File: config.mk
export PLATFORM = sky130hd
export DESIGN_NAME = zba_bit_pick
export DESIGN_NICKNAME = d
export VERILOG_FILES = /design/src/sv/zba_pkg.sv /design/src/sv/zba_bit_pick.sv
export SDC_FILE = /design/constraint.sdc
export NUM_CORES = 1
export LEC_CHECK = 0
export ABC_CLOCK_PERIOD_IN_PS = 3150
export BUFFER_PORTS_ARGS = -buffer_cell sky130_fd_sc_hd__buf_4
export CORE_AREA = 8 8 45 47
export DETAILED_ROUTE_END_ITERATION = 16
export DIE_AREA = 0 0 53 55
export PLACE_DENSITY = 0.54
export SLEW_MARGIN = 25
export SYNTH_ARGS = -nofsm -noshare
export SYNTH_HDL_FRONTEND = slang
export SYNTH_SLANG_ARGS = --single-unit
File: constraint.sdc
create_clock -name vclk -period 3.15
set_input_delay 0.63 -clock vclk [all_inputs]
set_output_delay 0.63 -clock vclk [all_outputs]
set_load 0.02 [all_outputs]
File: src/sv/zba_pkg.sv
// Shared types and constants of the zone bitmap allocator.
`default_nettype none
package zba_pkg;

    // Field widths of the request and result items.
    localparam int KIND_W     = 3;
    localparam int ZONE_W     = 16;
    localparam int IDX_W      = 10;
    localparam int BYTE_W     = 8;
    localparam int STATUS_W   = 2;
    localparam int CURSOR_W   = 11;
    localparam int BIT_W      = 3;
    localparam int EXT_W      = 14;
    localparam int IN_TDATA_W = 40;
    localparam int OUT_TDATA_W = 32;
    localparam int CFG_IDX_W  = 2;
    localparam int CFG_DATA_W = 16;

    // Largest scan limit that the map size register can express.
    localparam int MAP_CAP_MAX = 2047;

    // Request kinds.
    localparam logic [KIND_W-1:0] KIND_ALLOC   = 3'd0;
    localparam logic [KIND_W-1:0] KIND_FREE    = 3'd1;
    localparam logic [KIND_W-1:0] KIND_LOAD    = 3'd2;
    localparam logic [KIND_W-1:0] KIND_READ    = 3'd3;
    localparam logic [KIND_W-1:0] KIND_RESTART = 3'd4;

    // Result status codes.
    localparam logic [STATUS_W-1:0] STATUS_OK    = 2'd0;
    localparam logic [STATUS_W-1:0] STATUS_FULL  = 2'd1;
    localparam logic [STATUS_W-1:0] STATUS_RANGE = 2'd2;

    // Configuration register indexes.
    localparam logic [CFG_IDX_W-1:0] CFG_FIRST_ZONE = 2'd0;
    localparam logic [CFG_IDX_W-1:0] CFG_WRITE_EN   = 2'd1;
    localparam logic [CFG_IDX_W-1:0] CFG_MAP_BYTES  = 2'd2;

    // Outcome of searching one bitmap byte for a clear bit.
    typedef struct packed {
        logic              hit;
        logic [BIT_W-1:0]  bit_idx;
        logic [BYTE_W-1:0] byte_out;
    } pick_t;

endpackage
`default_nettype wire

File: src/sv/zba_bit_pick.sv
// Finds the lowest clear bit of a bitmap byte at or above a start bit.
`default_nettype none
module zba_bit_pick (
    input  wire logic [zba_pkg::BYTE_W-1:0] data,
    input  wire logic [zba_pkg::BIT_W-1:0]  start,
    output zba_pkg::pick_t                  pick
);

    logic [zba_pkg::BYTE_W-1:0] masked;
    logic                       hit;
    logic [zba_pkg::BIT_W-1:0]  idx;

    // Bits below the start position count as taken.
    always_comb
    begin
        masked = data | ((8'd1 << start) - 8'd1);
        hit    = 1'b0;
        idx    = '0;
        for (int i = 7; i >= 0; i--)
        begin
            if (!masked[i])
            begin
                hit = 1'b1;
                idx = 3'(i);
            end
        end
    end

    assign pick.hit      = hit;
    assign pick.bit_idx  = idx;
    assign pick.byte_out = data | (8'd1 << idx);

endmodule
`default_nettype wire

==> flow_metrics.env, run 1 <==
export IMPL_worst_path_max_fanout=8
export IMPL_syn_avg_cell_area_um2=5.96
export IMPL_p_leak_nw=0.233
export IMPL_tightest_slew_ns=0.395
export IMPL_drtIter0Drc=6
export IMPL_arrival_ns=2.03
export IMPL_yosysWarnings=0
export IMPL_fin_hold_ws_ns=1.55
export IMPL_finish_instance_area_um2=485
export IMPL_vias=423
export IMPL_seq_area_um2=0
export IMPL_viasPerCell=4.81
export IMPL_hp_class="input port to output port"
export IMPL_fmax_ghz=0.376
export IMPL_die_area_um2=2920
export IMPL_cts_hold_buf=0
export IMPL_place_congestion=0.738
export IMPL_yosysMostFrequentCell="nand2_1"
export IMPL_finalPower_mw=0.0980
export IMPL_hold_viol=0
export IMPL_crit_path_start_kind="input port"
export IMPL_grt_usage=0.0681
export IMPL_endpoint_kind="output port"
export IMPL_drc=0
export IMPL_port_buffers=23
export IMPL_nNetsFinal=85
export IMPL_yosysTopAreaCell="nand2_1"
export IMPL_coreArea_um2=1380
export IMPL_die_h_um=55
export IMPL_synthTopCellsByCount="nand2_1, nor2_1, o21ai_0"
export IMPL_finalMaxSlewViolations=0
export IMPL_diodes=0
export IMPL_utilization=0.351
export IMPL_pre_cts_slack_ns=0.491
export IMPL_min_delay_worst_endpoint="pick[0]"
export IMPL_core_rowCount=14
export IMPL_irDropWorstVdd_uv=73.1
export IMPL_postCtsSetupRepairBufs=0
export IMPL_required_ns=2.52
export IMPL_power_density_nw_per_um2=202
export IMPL_netlist_instances=51
export IMPL_antenna_found_initial=0
export IMPL_nFlopsAndLatches=0
export IMPL_n_fill_cell=164
export IMPL_cts_resized_gates=0
export IMPL_wl_um=1010
export IMPL_grt_pass1_wl_um=1670
export IMPL_min_period_over_period=0.845
export IMPL_syn_cell_area_um2=304
export IMPL_initial_core_util=0.220
export IMPL_drtAntennaViolNets=0
export IMPL_crit_type="input port to output port"
export IMPL_setup_tns_ns=0
export IMPL_relSlewSlack=0.737
export IMPL_ys_types=26
export IMPL_area_delta_synth_final_pct=59.7
export IMPL_clock_buffers=0
export IMPL_hpwl_um=890
export IMPL_ios=23
export IMPL_setup_viol=0
export IMPL_min_delay_path_depth=3
export IMPL_cap_violations=0
export IMPL_yosysTopAreaCellShare=0.0864
export IMPL_final_setup_worst_slack_ns=0.489
export IMPL_grt_max_degree=11
export IMPL_holdCritStartpoint="data[0]"
export IMPL_syn_nets=62
export IMPL_yosysSeqAreaShare=0
export IMPL_drive_gt1_frac=0.444
export IMPL_avgRoutedWirePerCell_um=11.5
export IMPL_drt_pass1_iter_count=4
export IMPL_synthTopCellsByArea="nand2_1, nor2_1, o21bai_1, o31ai_1, o21ai_0"
export IMPL_placed_cell_area_um2=485
export IMPL_final_cells=88
export IMPL_grt_pass1_vias=396
export IMPL_grt_overflow_total=0
export IMPL_die_x_um=53
export IMPL_place_inst=88
export IMPL_rsz0062_at_grt="no"
export IMPL_run_status="finished, final reports clean"
export IMPL_min_period_ns=2.66
kinds of logic (layout without fill, tap and decap cells):
group / count (synthesis) / count (layout) / synth area share
compound gates: 21 / 21 / 0.506
buf+inv: 6 / 27 / 0.0987
simple gates: 24 / 24 / 0.395
power by group:
group | switching, mW | internal, mW
logic | 0.0540 | 0.0441
registers | 0 | 0
clock network | 0 | 0
total | 0.0540 | 0.0441
layout by cell type (no fill, tap or decap):
master	n
a211oi_2	1
a21o_2	2
a21oi_1	3
a22oi_1	1
a31o_1	1
a31o_2	1
a41o_1	1
and2_1	2
and3_2	1
buf_4	24
inv_1	3
nand2_1	7
nand2b_1	1
nand3_1	1
nor2_1	6
nor2_2	1
nor3_1	1
o21ai_0	4
o21ai_2	1
o21bai_1	3
o31ai_1	3
or2_1	1
or2_2	1
or3_1	1
or4b_1	1
worst max-delay path by stage:
stage	from	end	slack [ns]
after floorplan	start[2]	pick[7]	0.54
after global placement	start[1]	pick[6]	0.51
after detailed placement	start[1]	pick[4]	0.49
after CTS	start[1]	pick[4]	0.49
after global routing	start[1]	pick[4]	0.39
final	start[1]	pick[4]	0.49
area by class of cell:
class | instances | area, µm² | area share
inverters | 3 | 11.3 | 0.0232
well taps | 16 | 20.0 | 0.0412
multi-input cells | 45 | 274 | 0.564
repair buffers | 24 | 180 | 0.371
worst max-delay path, cell delays in order:
cell and delay, ns:
buf_4 0.14, or4b_1 0.51, o31ai_1 0.09, a211oi_2 0.10
o21ai_2 0.24, a31o_1 0.19, buf_4 0.14
routing by layer:
metal  part of all wire  global-route usage  vias to the layer above
li1                   -                   -                      227
met1               0.52              0.0995                      177
met2               0.37               0.107                       19
met3               0.11              0.0107                        0
met4                  0                   0                        0
met5                  0                   0                        -
(Power assumes the default switching activity.)
==> run 2, diff against run 1 <==
Settings changed: ABC_CLOCK_PERIOD_IN_PS 3150 to 2300, PLACE_DENSITY 0.54 to 0.56.
Clock period 3.15 ns to 2.3 ns, I/O delays scaled along.
==> run 2 against run 1 <==
- clock-buffer cell count unchanged
- first-iteration DRC count up 33%
- hold slack worse by 0.33 ns
- sequential cell count unchanged
- die area unchanged
- combinational power up 54%
- highest routed layer is now met4
==> flow_metrics.env, run 2 (synthesis gave the netlist of run 1 again) <==
export IMPL_antenna_found_initial=0
export IMPL_p_leak_nw=0.264
export IMPL_final_cells=92
export IMPL_seqPwrFrac=0
export IMPL_nNetsFinal=89
export IMPL_place_inst=91
export IMPL_nFlopsAndLatches=0
export IMPL_crit_path_start_kind="input port"
export IMPL_vias=475
export IMPL_hpwl_um=1000
export IMPL_hp_class="input port to output port"
export IMPL_setup_tns_ns=0
export IMPL_grt_usage=0.0790
export IMPL_seq_area_um2=0
export IMPL_power_density_nw_per_um2=272
export IMPL_avgRoutedWirePerCell_um=14.1
export IMPL_crit_type="input port to output port"
export IMPL_pre_cts_slack_ns=0.00241
export IMPL_min_period_ns=2.27
export IMPL_drc=0
export IMPL_grt_pass1_wl_um=1870
export IMPL_die_area_um2=2920
export IMPL_n_fill_cell=157
export IMPL_fmax_ghz=0.440
export IMPL_clock_buffers=0
export IMPL_initial_core_util=0.220
export IMPL_worst_path_max_fanout=4
export IMPL_core_rowCount=14
export IMPL_irDropWorstVdd_uv=98.1
export IMPL_finalPower_mw=0.151
export IMPL_wl_um=1290
export IMPL_hold_viol=0
export IMPL_diodes=0
export IMPL_relSlewSlack=0.768
export IMPL_grt_overflow_total=0
export IMPL_rsz0062_at_grt="yes"
export IMPL_grt_max_degree=11
export IMPL_drt_pass1_iter_count=4
export IMPL_required_ns=1.84
export IMPL_viasPerCell=5.16
export IMPL_final_setup_worst_slack_ns=0.0275
export IMPL_mostFrequentLayoutCells="buf_4, nand2_1, nor2_1, o21ai_0"
export IMPL_run_status="finished, final reports clean"
export IMPL_grt_pass1_vias=405
export IMPL_arrival_ns=1.81
export IMPL_endpoint_kind="output port"
export IMPL_final_common_cell="buf_4"
export IMPL_ios=23
export IMPL_combinationalPowerShare=1.000
export IMPL_p_int_mw=0.0697
export IMPL_die_x_um=53
export IMPL_drtIter0Drc=8
export IMPL_tightest_slew_ns=0.346
export IMPL_die_h_um=55
export IMPL_setup_viol=0
export IMPL_swShare=0.538
export IMPL_coreArea_um2=1380
export IMPL_power_switching_mw=0.0813
export IMPL_port_buffers=23
export IMPL_place_congestion=0.741
export IMPL_min_period_over_period=0.988
export IMPL_p_clk_frac=0
export IMPL_utilization=0.401
export IMPL_area_delta_synth_final_pct=82.7
export IMPL_cap_violations=0
export IMPL_drive_gt1_frac=0.513
export IMPL_finalMaxSlewViolations=0
export IMPL_drtAntennaViolNets=0
-- run 2: changes by cell type in the layout (fill, tap and decap cells not counted) --
cell / delta
a21oi_2: +1
o31ai_1: -1
or4b_4: +1
buf_6: +3
a21oi_1: -1
o31ai_4: +1
or4b_1: -1
buf_8: +1
-- run 2: path summary, 6_finish.rpt --
kind | startpoint | to | slack (ns) | cells past startpoint
max | start[0] | pick[6] | 0.03 | 8
min | data[0] | pick[0] | 1.22 | 3
-- run 2: timing repair --
action / 4_1_cts / 5_1_grt
hold buffers: 0 / 0
gates resized for setup: 0 / 9
pin swaps: 1 / 4
buffers inserted: 0 / 1
endpoints found under the setup margin: 1 / 7
-- run 2: cell type report --
class              count  area [µm²]  share of cell area
well taps             16        20.0              0.0360
multi-input cells     45         295               0.532
inverters              3        11.3              0.0203
repair buffers        28         229               0.412
-- run 2: stage by stage --
stage / hold WS (ns) / instance area (µm²)
after global routing: 1.24 / 556
after CTS: 1.22 / 508
after detailed placement: 1.22 / 508
after global placement: 1.23 / 508
after floorplan: 1.04 / 304
final: 1.22 / 556
-- run 2: worst max-delay path, cell delays in order --
cell and delay [ns]:
buf_6 0.10, buf_4 0.14, or2_2 0.30, a21oi_2 0.20
a211oi_2 0.09, nor2_2 0.20, a41o_1 0.20, buf_4 0.14
-- run 2: per-layer routing --
layer	vias to the layer above	global-route usage	part of all wire
met3	2	0.0187	0.10
met2	24	0.133	0.44
li1	233	-	-
met4	0	0	0.018
met1	216	0.106	0.44
met5	-	0	0
-- run 2: power by group through the flow --
stage	combinational, mW	sequential [mW]	clock (mW)
floorplan	0.0785	0	0
global placement	0.141	0	0
global route	0.165	0	0
detailed placement	0.142	0	0
CTS	0.142	0	0
finish	0.151	0	0
